<file path="src/rtl/core/lphs_pkg.sv">
// shared types and constants of the linear probe hash set
package lphs_pkg;

    localparam int unsigned CMD_W = 2;
    localparam int unsigned KEY_W = 32;
    localparam int unsigned SLOT_W = 4;
    localparam int unsigned FLAG_W = 2;
    localparam int unsigned ENTRY_W = FLAG_W + KEY_W;
    localparam int unsigned IN_TDATA_W = 40;
    localparam int unsigned OUT_TDATA_W = 8;
    localparam int unsigned TABLE_SLOTS_DEF = 16;
    localparam int unsigned MOD_BITS = 4;
    localparam int unsigned MOD_STEPS = KEY_W / MOD_BITS;
    localparam int unsigned MOD_CNT_W = $clog2(MOD_STEPS + 1);

    localparam logic [CMD_W-1:0] CMD_INSERT = 2'd0;
    localparam logic [CMD_W-1:0] CMD_DELETE = 2'd1;
    localparam logic [CMD_W-1:0] CMD_MEMBER = 2'd2;

    localparam logic [FLAG_W-1:0] FLAG_EMPTY = 2'd0;
    localparam logic [FLAG_W-1:0] FLAG_TAKEN = 2'd1;
    localparam logic [FLAG_W-1:0] FLAG_DELETED = 2'd2;

    typedef enum logic [2:0] {
        ST_CLEAR,
        ST_IDLE,
        ST_HASH,
        ST_SCAN,
        ST_DONE
    } state_t;

    typedef struct packed {
        logic accept;
        logic clr_wr;
        logic scan_load;
        logic scan_step;
        logic wr_en;
        logic res_load;
        logic res_ok;
        logic out_load;
    } dp_cmd_t;

    typedef struct packed {
        logic [CMD_W-1:0] cmd;
        logic             hash_done;
        logic             probe_last;
        logic             step_first;
        logic             step_last;
        logic             hit;
        logic             home_empty;
    } dp_stat_t;

endpackage

</file>
<file path="src/rtl/core/lphs_ram.sv">
// generic single write port ram with registered read
module lphs_ram #(
    parameter int unsigned WIDTH = 8,
    parameter int unsigned DEPTH = 16
) (
    input  logic                     clk,
    input  logic                     wr_en,
    input  logic [$clog2(DEPTH)-1:0] wr_addr,
    input  logic [WIDTH-1:0]         wr_data,
    input  logic [$clog2(DEPTH)-1:0] rd_addr,
    output logic [WIDTH-1:0]         rd_data
);

    logic [WIDTH-1:0] mem [DEPTH];
    logic [WIDTH-1:0] rd_data_reg;

    always_ff @(posedge clk)
    begin
        if (wr_en)
        begin
            mem[wr_addr] <= wr_data;
        end
        rd_data_reg <= mem[rd_addr];
    end

    assign rd_data = rd_data_reg;

endmodule

</file>
<file path="src/rtl/core/lphs_mod.sv">
// home slot unit: key modulo table size, by a mask for a power of two, else MOD_BITS key bits per step
module lphs_mod
    import lphs_pkg::*;
#(
    parameter int unsigned TABLE_SLOTS = TABLE_SLOTS_DEF
) (
    input  logic                           clk,
    input  logic                           rst_n,
    input  logic                           start,
    input  logic [KEY_W-1:0]               key,
    output logic                           done,
    output logic [$clog2(TABLE_SLOTS)-1:0] home
);

    localparam int unsigned IDX_W = $clog2(TABLE_SLOTS);
    localparam bit IS_POW2 = (TABLE_SLOTS & (TABLE_SLOTS - 1)) == 0;

    generate
        if (IS_POW2)
        begin : g_mask
            logic [IDX_W-1:0] home_reg;

            always_ff @(posedge clk)
            begin
                if (start)
                begin
                    home_reg <= key[IDX_W-1:0];
                end
            end

            assign home = home_reg;
            assign done = 1'b1;
        end
        else
        begin : g_iter
            localparam logic [IDX_W:0] MODULUS = (IDX_W + 1)'(TABLE_SLOTS);
            localparam logic [MOD_CNT_W-1:0] CNT_DONE = MOD_CNT_W'(MOD_STEPS);

            logic [IDX_W-1:0]     rem_reg;
            logic [IDX_W-1:0]     rem_next;
            logic [KEY_W-1:0]     sh_reg;
            logic [MOD_CNT_W-1:0] cnt_reg;
            logic [IDX_W:0]       t;

            // restoring remainder, one key bit per sub-step
            always_comb
            begin
                rem_next = rem_reg;
                t = '0;
                for (int i = 0; i < MOD_BITS; i++)
                begin
                    t = {rem_next, sh_reg[KEY_W-1-i]};
                    if (t >= MODULUS)
                    begin
                        t = t - MODULUS;
                    end
                    rem_next = t[IDX_W-1:0];
                end
            end

            always_ff @(posedge clk or negedge rst_n)
            begin
                if (!rst_n)
                begin
                    cnt_reg <= CNT_DONE;
                end
                else if (start)
                begin
                    cnt_reg <= '0;
                end
                else if (cnt_reg != CNT_DONE)
                begin
                    cnt_reg <= cnt_reg + 1'b1;
                end
            end

            always_ff @(posedge clk)
            begin
                if (start)
                begin
                    rem_reg <= '0;
                    sh_reg <= key;
                end
                else if (cnt_reg != CNT_DONE)
                begin
                    rem_reg <= rem_next;
                    sh_reg <= sh_reg << MOD_BITS;
                end
            end

            assign home = rem_reg;
            assign done = (cnt_reg == CNT_DONE);
        end
    endgenerate

endmodule

</file>
<file path="src/rtl/core/lphs_dp.sv">
// datapath: table memory, probe pointer, hit logic and result registers
module lphs_dp
    import lphs_pkg::*;
#(
    parameter int unsigned TABLE_SLOTS = TABLE_SLOTS_DEF
) (
    input  logic                   clk,
    input  logic                   rst_n,
    input  dp_cmd_t                cmd,
    output dp_stat_t               stat,
    input  logic [IN_TDATA_W-1:0]  s_tdata,
    output logic [OUT_TDATA_W-1:0] m_tdata
);

    localparam int unsigned IDX_W = $clog2(TABLE_SLOTS);
    localparam logic [IDX_W-1:0] IDX_LAST = IDX_W'(TABLE_SLOTS - 1);

    logic [CMD_W-1:0]   op_reg;
    logic [KEY_W-1:0]   key_reg;
    logic [IDX_W-1:0]   probe_reg;
    logic [IDX_W-1:0]   probe_next;
    logic [IDX_W-1:0]   probe_inc;
    logic [IDX_W-1:0]   step_reg;
    logic [IDX_W-1:0]   home;
    logic               hash_done;
    logic               ram_wr_en;
    logic [ENTRY_W-1:0] ram_wr_data;
    logic [ENTRY_W-1:0] rd_data;
    logic [FLAG_W-1:0]  rd_flag;
    logic [KEY_W-1:0]   rd_key;
    logic               res_ok_reg;
    logic [SLOT_W-1:0]  res_slot_reg;
    logic               out_ok_reg;
    logic [SLOT_W-1:0]  out_slot_reg;
    logic [SLOT_W+IDX_W-1:0] slot_wide;

    lphs_mod #(
        .TABLE_SLOTS(TABLE_SLOTS)
    ) u_mod (
        .clk  (clk),
        .rst_n(rst_n),
        .start(cmd.accept),
        .key  (s_tdata[CMD_W +: KEY_W]),
        .done (hash_done),
        .home (home)
    );

    assign probe_inc = (probe_reg == IDX_LAST) ? '0 : probe_reg + 1'b1;

    // read address runs one step ahead so read data matches probe_reg
    always_comb
    begin
        if (cmd.scan_load)
        begin
            probe_next = home;
        end
        else if (cmd.scan_step || cmd.clr_wr)
        begin
            probe_next = probe_inc;
        end
        else
        begin
            probe_next = probe_reg;
        end
    end

    assign rd_flag = rd_data[KEY_W +: FLAG_W];
    assign rd_key = rd_data[KEY_W-1:0];

    always_comb
    begin
        ram_wr_en = cmd.clr_wr || cmd.wr_en;
        if (cmd.clr_wr)
        begin
            ram_wr_data = {FLAG_EMPTY, {KEY_W{1'b0}}};
        end
        else if (op_reg == CMD_INSERT)
        begin
            ram_wr_data = {FLAG_TAKEN, key_reg};
        end
        else
        begin
            ram_wr_data = {FLAG_DELETED, rd_key};
        end
    end

    lphs_ram #(
        .WIDTH(ENTRY_W),
        .DEPTH(TABLE_SLOTS)
    ) u_ram (
        .clk    (clk),
        .wr_en  (ram_wr_en),
        .wr_addr(probe_reg),
        .wr_data(ram_wr_data),
        .rd_addr(probe_next),
        .rd_data(rd_data)
    );

    always_comb
    begin
        stat.cmd = op_reg;
        stat.hash_done = hash_done;
        stat.probe_last = (probe_reg == IDX_LAST);
        stat.step_first = (step_reg == '0);
        stat.step_last = (step_reg == IDX_LAST);
        stat.home_empty = (rd_flag == FLAG_EMPTY);
        case (op_reg)
            CMD_INSERT:
            begin
                stat.hit = (rd_flag == FLAG_EMPTY) || (rd_flag == FLAG_DELETED);
            end
            CMD_DELETE, CMD_MEMBER:
            begin
                stat.hit = (rd_flag == FLAG_TAKEN) && (rd_key == key_reg);
            end
            default:
            begin
                stat.hit = 1'b0;
            end
        endcase
    end

    always_ff @(posedge clk or negedge rst_n)
    begin
        if (!rst_n)
        begin
            probe_reg <= '0;
            step_reg <= '0;
        end
        else
        begin
            probe_reg <= probe_next;
            if (cmd.scan_load)
            begin
                step_reg <= '0;
            end
            else if (cmd.scan_step)
            begin
                step_reg <= step_reg + 1'b1;
            end
        end
    end

    assign slot_wide = {{SLOT_W{1'b0}}, probe_reg};

    always_ff @(posedge clk)
    begin
        if (cmd.accept)
        begin
            op_reg <= s_tdata[CMD_W-1:0];
            key_reg <= s_tdata[CMD_W +: KEY_W];
        end
        if (cmd.res_load)
        begin
            res_ok_reg <= cmd.res_ok;
            res_slot_reg <= cmd.res_ok ? slot_wide[SLOT_W-1:0] : '0;
        end
        if (cmd.out_load)
        begin
            out_ok_reg <= res_ok_reg;
            out_slot_reg <= res_slot_reg;
        end
    end

    assign m_tdata = {{(OUT_TDATA_W - SLOT_W - 1){1'b0}}, out_slot_reg, out_ok_reg};

endmodule

</file>
<file path="src/rtl/core/lphs_ctrl.sv">
// controller: clearing pass, hashing, probe sequencing and output handshake
module lphs_ctrl
    import lphs_pkg::*;
(
    input  logic     clk,
    input  logic     rst_n,
    input  logic     s_tvalid,
    output logic     s_tready,
    output logic     m_tvalid,
    input  logic     m_tready,
    input  dp_stat_t stat,
    output dp_cmd_t  cmd
);

    state_t state_reg;
    state_t state_next;
    logic   m_tvalid_reg;
    logic   m_tvalid_next;
    logic   out_free;

    assign out_free = !m_tvalid_reg || m_tready;

    always_ff @(posedge clk or negedge rst_n)
    begin
        if (!rst_n)
        begin
            state_reg <= ST_CLEAR;
            m_tvalid_reg <= 1'b0;
        end
        else
        begin
            state_reg <= state_next;
            m_tvalid_reg <= m_tvalid_next;
        end
    end

    always_comb
    begin
        state_next = state_reg;
        cmd = '0;
        s_tready = 1'b0;
        m_tvalid_next = m_tvalid_reg && !m_tready;
        case (state_reg)
            ST_CLEAR:
            begin
                cmd.clr_wr = 1'b1;
                if (stat.probe_last)
                begin
                    state_next = ST_IDLE;
                end
            end
            ST_IDLE:
            begin
                s_tready = 1'b1;
                if (s_tvalid)
                begin
                    cmd.accept = 1'b1;
                    state_next = ST_HASH;
                end
            end
            ST_HASH:
            begin
                if (stat.hash_done)
                begin
                    if (stat.cmd == CMD_INSERT || stat.cmd == CMD_DELETE ||
                        stat.cmd == CMD_MEMBER)
                    begin
                        cmd.scan_load = 1'b1;
                        state_next = ST_SCAN;
                    end
                    else
                    begin
                        cmd.res_load = 1'b1;
                        state_next = ST_DONE;
                    end
                end
            end
            ST_SCAN:
            begin
                if (stat.cmd == CMD_MEMBER && stat.step_first && stat.home_empty)
                begin
                    cmd.res_load = 1'b1;
                    state_next = ST_DONE;
                end
                else if (stat.hit)
                begin
                    cmd.wr_en = (stat.cmd != CMD_MEMBER);
                    cmd.res_load = 1'b1;
                    cmd.res_ok = 1'b1;
                    state_next = ST_DONE;
                end
                else if (stat.step_last)
                begin
                    cmd.res_load = 1'b1;
                    state_next = ST_DONE;
                end
                else
                begin
                    cmd.scan_step = 1'b1;
                end
            end
            ST_DONE:
            begin
                if (out_free)
                begin
                    cmd.out_load = 1'b1;
                    m_tvalid_next = 1'b1;
                    state_next = ST_IDLE;
                end
            end
            default:
            begin
                state_next = ST_IDLE;
            end
        endcase
    end

    assign m_tvalid = m_tvalid_reg;

endmodule

</file>
<file path="src/rtl/core/linear_probe_hash_set.sv">
// top level of the linear probe hash set
// Open-addressed set of 32-bit keys with linear probing and tombstones. After
// reset the block runs a clearing pass over every table slot before it takes
// its first item. Each item then passes the home slot computation (a mask when
// TABLE_SLOTS is a power of two, else a 4-bit-per-cycle remainder unit) and a
// probe of 1 to TABLE_SLOTS slots (none for the unused command), one table
// memory read per cycle, before its result is offered. The next item is taken
// only once that result has moved to the output register, which waits while an
// earlier result there is not yet taken. A new item is taken while the previous
// result still waits in the output register.
module linear_probe_hash_set
    import lphs_pkg::*;
#(
    parameter int unsigned TABLE_SLOTS = TABLE_SLOTS_DEF
) (
    input  logic                   clk,
    input  logic                   rst_n,
    input  logic                   s_tvalid,
    output logic                   s_tready,
    input  logic [IN_TDATA_W-1:0]  s_tdata,  // command[1:0], key[33:2], zero pad
    output logic                   m_tvalid,
    input  logic                   m_tready,
    output logic [OUT_TDATA_W-1:0] m_tdata   // ok[0], slot[4:1], zero pad
);

    dp_cmd_t  cmd;
    dp_stat_t stat;

    lphs_ctrl u_ctrl (
        .clk     (clk),
        .rst_n   (rst_n),
        .s_tvalid(s_tvalid),
        .s_tready(s_tready),
        .m_tvalid(m_tvalid),
        .m_tready(m_tready),
        .stat    (stat),
        .cmd     (cmd)
    );

    lphs_dp #(
        .TABLE_SLOTS(TABLE_SLOTS)
    ) u_dp (
        .clk    (clk),
        .rst_n  (rst_n),
        .cmd    (cmd),
        .stat   (stat),
        .s_tdata(s_tdata),
        .m_tdata(m_tdata)
    );

endmodule
</file>
<file path="config.mk">
export PLATFORM = sky130hd
export DESIGN_NAME = linear_probe_hash_set
export DESIGN_NICKNAME = d
export VERILOG_FILES = /design/src/rtl/core/lphs_pkg.sv /design/src/rtl/core/lphs_ram.sv /design/src/rtl/core/lphs_mod.sv /design/src/rtl/core/lphs_dp.sv /design/src/rtl/core/lphs_ctrl.sv /design/src/rtl/core/linear_probe_hash_set.sv
export SDC_FILE = /design/constraint.sdc
export NUM_CORES = 1
export LEC_CHECK = 0
export BUFFER_PORTS_ARGS = -buffer_cell sky130_fd_sc_hd__buf_2
export CELL_PAD_IN_SITES_DETAIL_PLACEMENT = 0
export CELL_PAD_IN_SITES_GLOBAL_PLACEMENT = 1
export CORE_ASPECT_RATIO = 1.2
export CORE_UTILIZATION = 55
export DETAILED_ROUTE_END_ITERATION = 8
export GPL_TIMING_DRIVEN = 0
export PLACE_DENSITY = 0.9
export SYNTH_ARGS = -nofsm -noshare
export SYNTH_HDL_FRONTEND = slang
export SYNTH_HIERARCHICAL = 1
export SYNTH_SLANG_ARGS = --single-unit
</file>
<file path="constraint.sdc">
create_clock -name clk -period 6.8 [get_ports clk]
set_input_delay 1.36 -clock clk [delete_from_list [all_inputs] [get_ports clk]]
set_output_delay 1.36 -clock clk [all_outputs]
set_load 0.005 [all_outputs]
</file>
After elaboration in Yosys (flattened, before gate mapping). Memory sizes are Yosys's and may differ from the RTL's. A register that Yosys moved wholly into a read port is not among the register bits. Index checks and enable logic that the tools add are counted.

Register bits: 60. Latch bits: 0. Bits in writable memories: 544. Bits in read-only memories: 0. Input port bits: 44. Memories kept: 1.

Add/sub/neg operators: 2. Multipliers: 0. Divide/modulo/power cells: 0. Magnitude comparators: 0. Equal/unequal tests: 16. Shifts and indexed selects: 0. Multiplexer cells: 41. Bitwise gates (word level): 0. Reductions and logical operators: 19.

Memory list: u_dp.u_ram.mem (words 16, bits a word 34, rd ports 1, clocked after memory_dff 1, wr ports 1, line lphs_ram.sv:14) `logic [WIDTH-1:0] mem [DEPTH];`.

Operator list (number): two-way mux 34 bit (2); equality test 32 bit (1); two-way mux 1 bit (22); two-way mux 3 bit (7); two-way mux 4 bit (5); one-hot mux 3 bit (5 select lines) (1); adder 4 x 1 -> 4 bit (second input constant) (2); equality test 4 bit (second input constant) (2); equality test 3 x 2 -> 1 bit (second input constant) (2); logical OR 1 bit (6); inequality test 2 bit (second input constant) (3); equality test 2 x 1 -> 1 bit (second input constant) (2); equality test 2 bit (second input constant) (2); logical AND 1 bit (4); zero test 2 bit (2); zero test 4 bit (1); two-way mux 2 bit (2); inequality test 4 x 3 -> 1 bit (second input constant) (1); one-hot mux 1 bit (2 select lines) (2); AND reduction 4 bit (1); equality test 3 x 1 -> 1 bit (second input constant) (1); equality test 3 bit (second input constant) (1); zero test 3 bit (1); zero test 1 bit (2); other kinds (3) (3).

Longest topological paths before layout.
Depth after elaboration: 9. Mapped depth: 18. Gate-level depth less buffers: 14.

Cells and area by module. The synthesis kept the hierarchy.

By module, submodules not included: lphs_ram (instances 1, cells each 888, area an instance 21076.5 sq um, seq. area each 17016.3 sq um); lphs_dp (instances 1, cells each 228, area an instance 2732.6 sq um, seq. area each 1521.5 sq um); lphs_ctrl (instances 1, cells each 43, area an instance 346.6 sq um, seq. area each 100.1 sq um); lphs_mod (instances 1, cells each 6, area an instance 131.4 sq um, seq. area each 120.1 sq um).

Least setup slack after synthesis. OpenSTA, ideal clock, no wires.

Path type: register -> register. Start point: register u_dp.op_reg[0]. End point: memory u_dp/u_ram/mem[0][0] in the netlist's numbering, enable pin. Arrival time: 4.495 ns. Data required time: 6.333 ns. Path slack: 1.838 ns. Cell stages (with the launch flop): 12. Path buffers: 0. Period minus slack after synthesis: 4.962 ns. Cells stage by stage: edfxtp_1 -> ha_1 -> nor2_1 -> nand4_1 -> nor4_1 -> nand3_1 -> nand2_1 -> nand4b_1 -> a21oi_1 -> or2_2 -> or3b_2 -> nor3_1.

RTL lines: start, declared (line lphs_dp.sv:18) `logic [CMD_W-1:0] op_reg;`; start signal, assigned (line lphs_dp.sv:150) `op_reg <= s_tdata[CMD_W-1:0];`; end, declared (line lphs_ram.sv:14).

==> impl_results.md <==
* Rel. slew slack at between 30% and 40%
* Die W at between 150 and 200 um
* Die height at 232 um
* PwrDens at 536 nW/um^2
* WL per Instance at 29.7 um
* Inserted Clock Buffers at 58
* Max-slew violations at 0
* Clk Latency, worst-skew pair at between 600 and 700 ps
* Num rows at 83
* Status: complete, no violations
* Share of cells above drive strength 1 at 26.1%
* Largest net degree at the start of global routing at 26
* CTS resizes at 0
* Detailed placement HPWL at 33.6 mm
* Mean Syn Cell Area at 20.8 um^2
* Worst path cell trace: xnor2_1, nand4_1, nor4_1, nand3_1, nand2_1, nor4_2, buf_2, nor2_2, mux2i_1, o21ai_0, buf_2, buf_2, buf_2, mux4_2, a22oi_1, nand2_1
* # Post-CTS Setup Buffers at 0
* DRT Pass-1 Iters at 5
* LEAKAGE at approximately 9 nW
* Area share of the largest cell type after synthesis at 73.2%
* Max Freq at 197 MHz
* Initial antenna violation count at 0
* Ports at 54
* Worst vdd ir at roughly 0.30 mV
* GRT overflow at 0
* Initial Util at 56.2%
* EDFF count, synth at around 600
* Hold buffers post-CTS at 0
* Global-route wire length before repair at 82.4 mm
* Netlist Area Pre-Place at 24300 um^2
* Dpl cell area at 25800 um^2
* CP max stage delay at between 500 and 600 ps
* Mapped Cells at 1165
* Final wirelength at roughly 56 mm
* Most used DFF post-synth: edfxtp_1
* Tot GR Track Use at around a quarter
* Hold Slack at between 400 and 500 ps
* CP endpoint kind: flip-flop
* DRT iter0 DRCs at between 1000 and 1500
* Part of the power in combinational logic at 40.0%
* Sequential Power Share at between 30% and 40%
* Setup TNS Final at 0 ps
* Worst Skew at 26.5 ps
* Commonest cells post-synth: edfxtp_1 (592), mux4_2 (136), a22oi_1 (69), nor2_1 (58), nand2_1 (45)
* P_int at 0.00970 W
* Synthesized flop and latch total at 638
* Max FO, Critical Path at 10
* Core ar. at between 40000 and 50000 um^2
* Vias in the first global route at 12700
* Critical path class: reg2reg
* Post-Layout Inst Area at 27700 um^2
* Switching part of the total at 34.6%
* Synth area leaders: edfxtp_1 (73%), mux4_2 (13%), dfxtp_1 (2.8%), a22oi_1 (2.1%), mux2i_1 (1.4%)
* Ys Warns at 6
* DRC at 0
* CP max-delay cell: nor4_1
* Period minus WS final at 5070 ps
* Clock sink total at 638
* Number of flip-flops in the largest register at 544
* Arrival time at the worst endpoint at about 5600 ps
* Final period util at 74.5%
* Via density at 6.51
* Area leader, netlist: edfxtp_1
* Startpoint types: flip-flop
* DR vias at 12400
* CTS Buffer Depth at 3
* Netlist cell types at 44
* Total power at 0.0148 W
* WP data required at 7300 ps
* Power share of the clock group at 21.8%
* Max Cap Viol at 0
* Die footprint at 45000 um^2
* Hold Crit Class: reg2reg
* NetSw at 0.00513 W
* Post-DRT Antenna Nets at 0
* PortBufs at 44
* CTS tree: yes
* Most frequent cell after synthesis: edfxtp_1
* Setup Viol. Count Final at 0
* Clock slew at reported path FFs at 70 ps
* Fin nets at 1349
* Ant diodes at 0
* Part of the Yosys area used for sequential elements at approximately 77%
* Hold Vio Cnt, Final at 0
* GPL Wtd Cong at 0.751
* H-Tree Depth at 2
* # fillers at around 2700
* Area Growth Syn to Fin at 13.9%
* Ys async rst share at 1.88%
* RSZ-0062 raised after global routing: no
* Crit path top cell by count: buf_2
* Clock Tree Root: clkbuf_16
* Worst slew pin tran at 973 ps
final timing paths:
kind                                 startpoint                     end  slack (ps)  cells past startpoint
max                            u_dp/key_reg[22]  u_dp/u_ram/rd_data[13]        1730                     16
min                        u_dp/res_slot_reg[2]    u_dp/out_slot_reg[2]         430                      0
max reg2reg                    u_dp/key_reg[22]  u_dp/u_ram/rd_data[13]        1730                     16
min reg2reg                u_dp/res_slot_reg[2]    u_dp/out_slot_reg[2]         430                      0
max in group asynchronous                 rst_n         u_ctrl/m_tvalid        5930                      1
min in group asynchronous                 rst_n     u_ctrl/state_reg[0]         620                      1
routing by layer:
| metal | GRT usage [%] | wire [um] |
|---|---|---|
| met1 | 33.0 | 20300 |
| met4 | 12.9 | 2680 |
| met3 | 5.65 | 5800 |
| met2 | 42.5 | 27600 |
| met5 | 0 | 0 |
stage by stage:
step	worst slack [ps]	util [%]	std cells
after floorplan	1840	-	1167
after global placement	-1670	58.3	1763
after detailed placement	1860	59.6	1792
after CTS	1830	64.1	1898
after global routing	1630	64.1	1898
final	1730	64.1	1898
area by class of cell:
type	count	area (um^2)	share of cell area, %
inverters	6	22.5	0.0814
flip-flops and latches	638	18800	67.8
plain buffers	64	342	1.23
clock buffers	82	1690	6.09
clock inverters	24	219	0.791
repair buffers	73	672	2.43
well taps	552	691	2.50
multi-input cells	459	5280	19.1
worst max-delay path: cells and delay by family (launching register included):
family / cells / cell delay, ps
flip-flops: 1 / 480
buffers and inverters: 4 / 1360
AND/OR/NAND/NOR: 7 / 1630
XOR/XNOR: 1 / 510
multiplexers: 2 / 480
AO/OA/AOI/OAI: 2 / 490
power groups by stage:
stage,sequential (W),combinational [W],clock [W]
finish,0.00566,0.00594,0.00324
global placement,0.00572,0.00551,0
global route,0.00569,0.00626,0.00341
CTS,0.00566,0.00589,0.00326
detailed placement,0.00573,0.00579,0
floorplan,0.00565,0.00404,0
placed cells by master (no fill, tap or decap), types with 9 or more instances in the layout:
cell type	synthesis	final
nand2_1	45	45
buf_6	5	18
a22oi_1	69	69
dfxtp_1	34	34
buf_4	10	12
clkinv_1	0	10
xnor2_1	30	30
clkbuf_16	0	61
dfrtp_1	12	12
edfxtp_1	592	592
mux4_2	136	136
buf_2	21	65
buf_12	0	11
nor2_4	0	12
clkbuf_1	26	39
nand4_1	9	9
mux2i_1	35	35
nor2_1	58	46
logic make-up (layout without fill, tap and decap cells):
| kind of cell | count (synthesis) | in the layout | share of synthesized area, % |
|---|---|---|---|
| AO/OA/AOI/OAI | 85 | 85 | 2.51 |
| XOR/XNOR | 36 | 36 | 1.30 |
| adder cells (fa/ha/maj) | 5 | 5 | 0.258 |
| buffers and inverters | 70 | 249 | 1.50 |
| flip-flops | 638 | 638 | 77.2 |
| multiplexers | 173 | 173 | 14.1 |
| other | 2 | 4 | 0.0309 |
| AND/OR/NAND/NOR | 156 | 156 | 3.02 |
(Power assumes the default switching activity.)
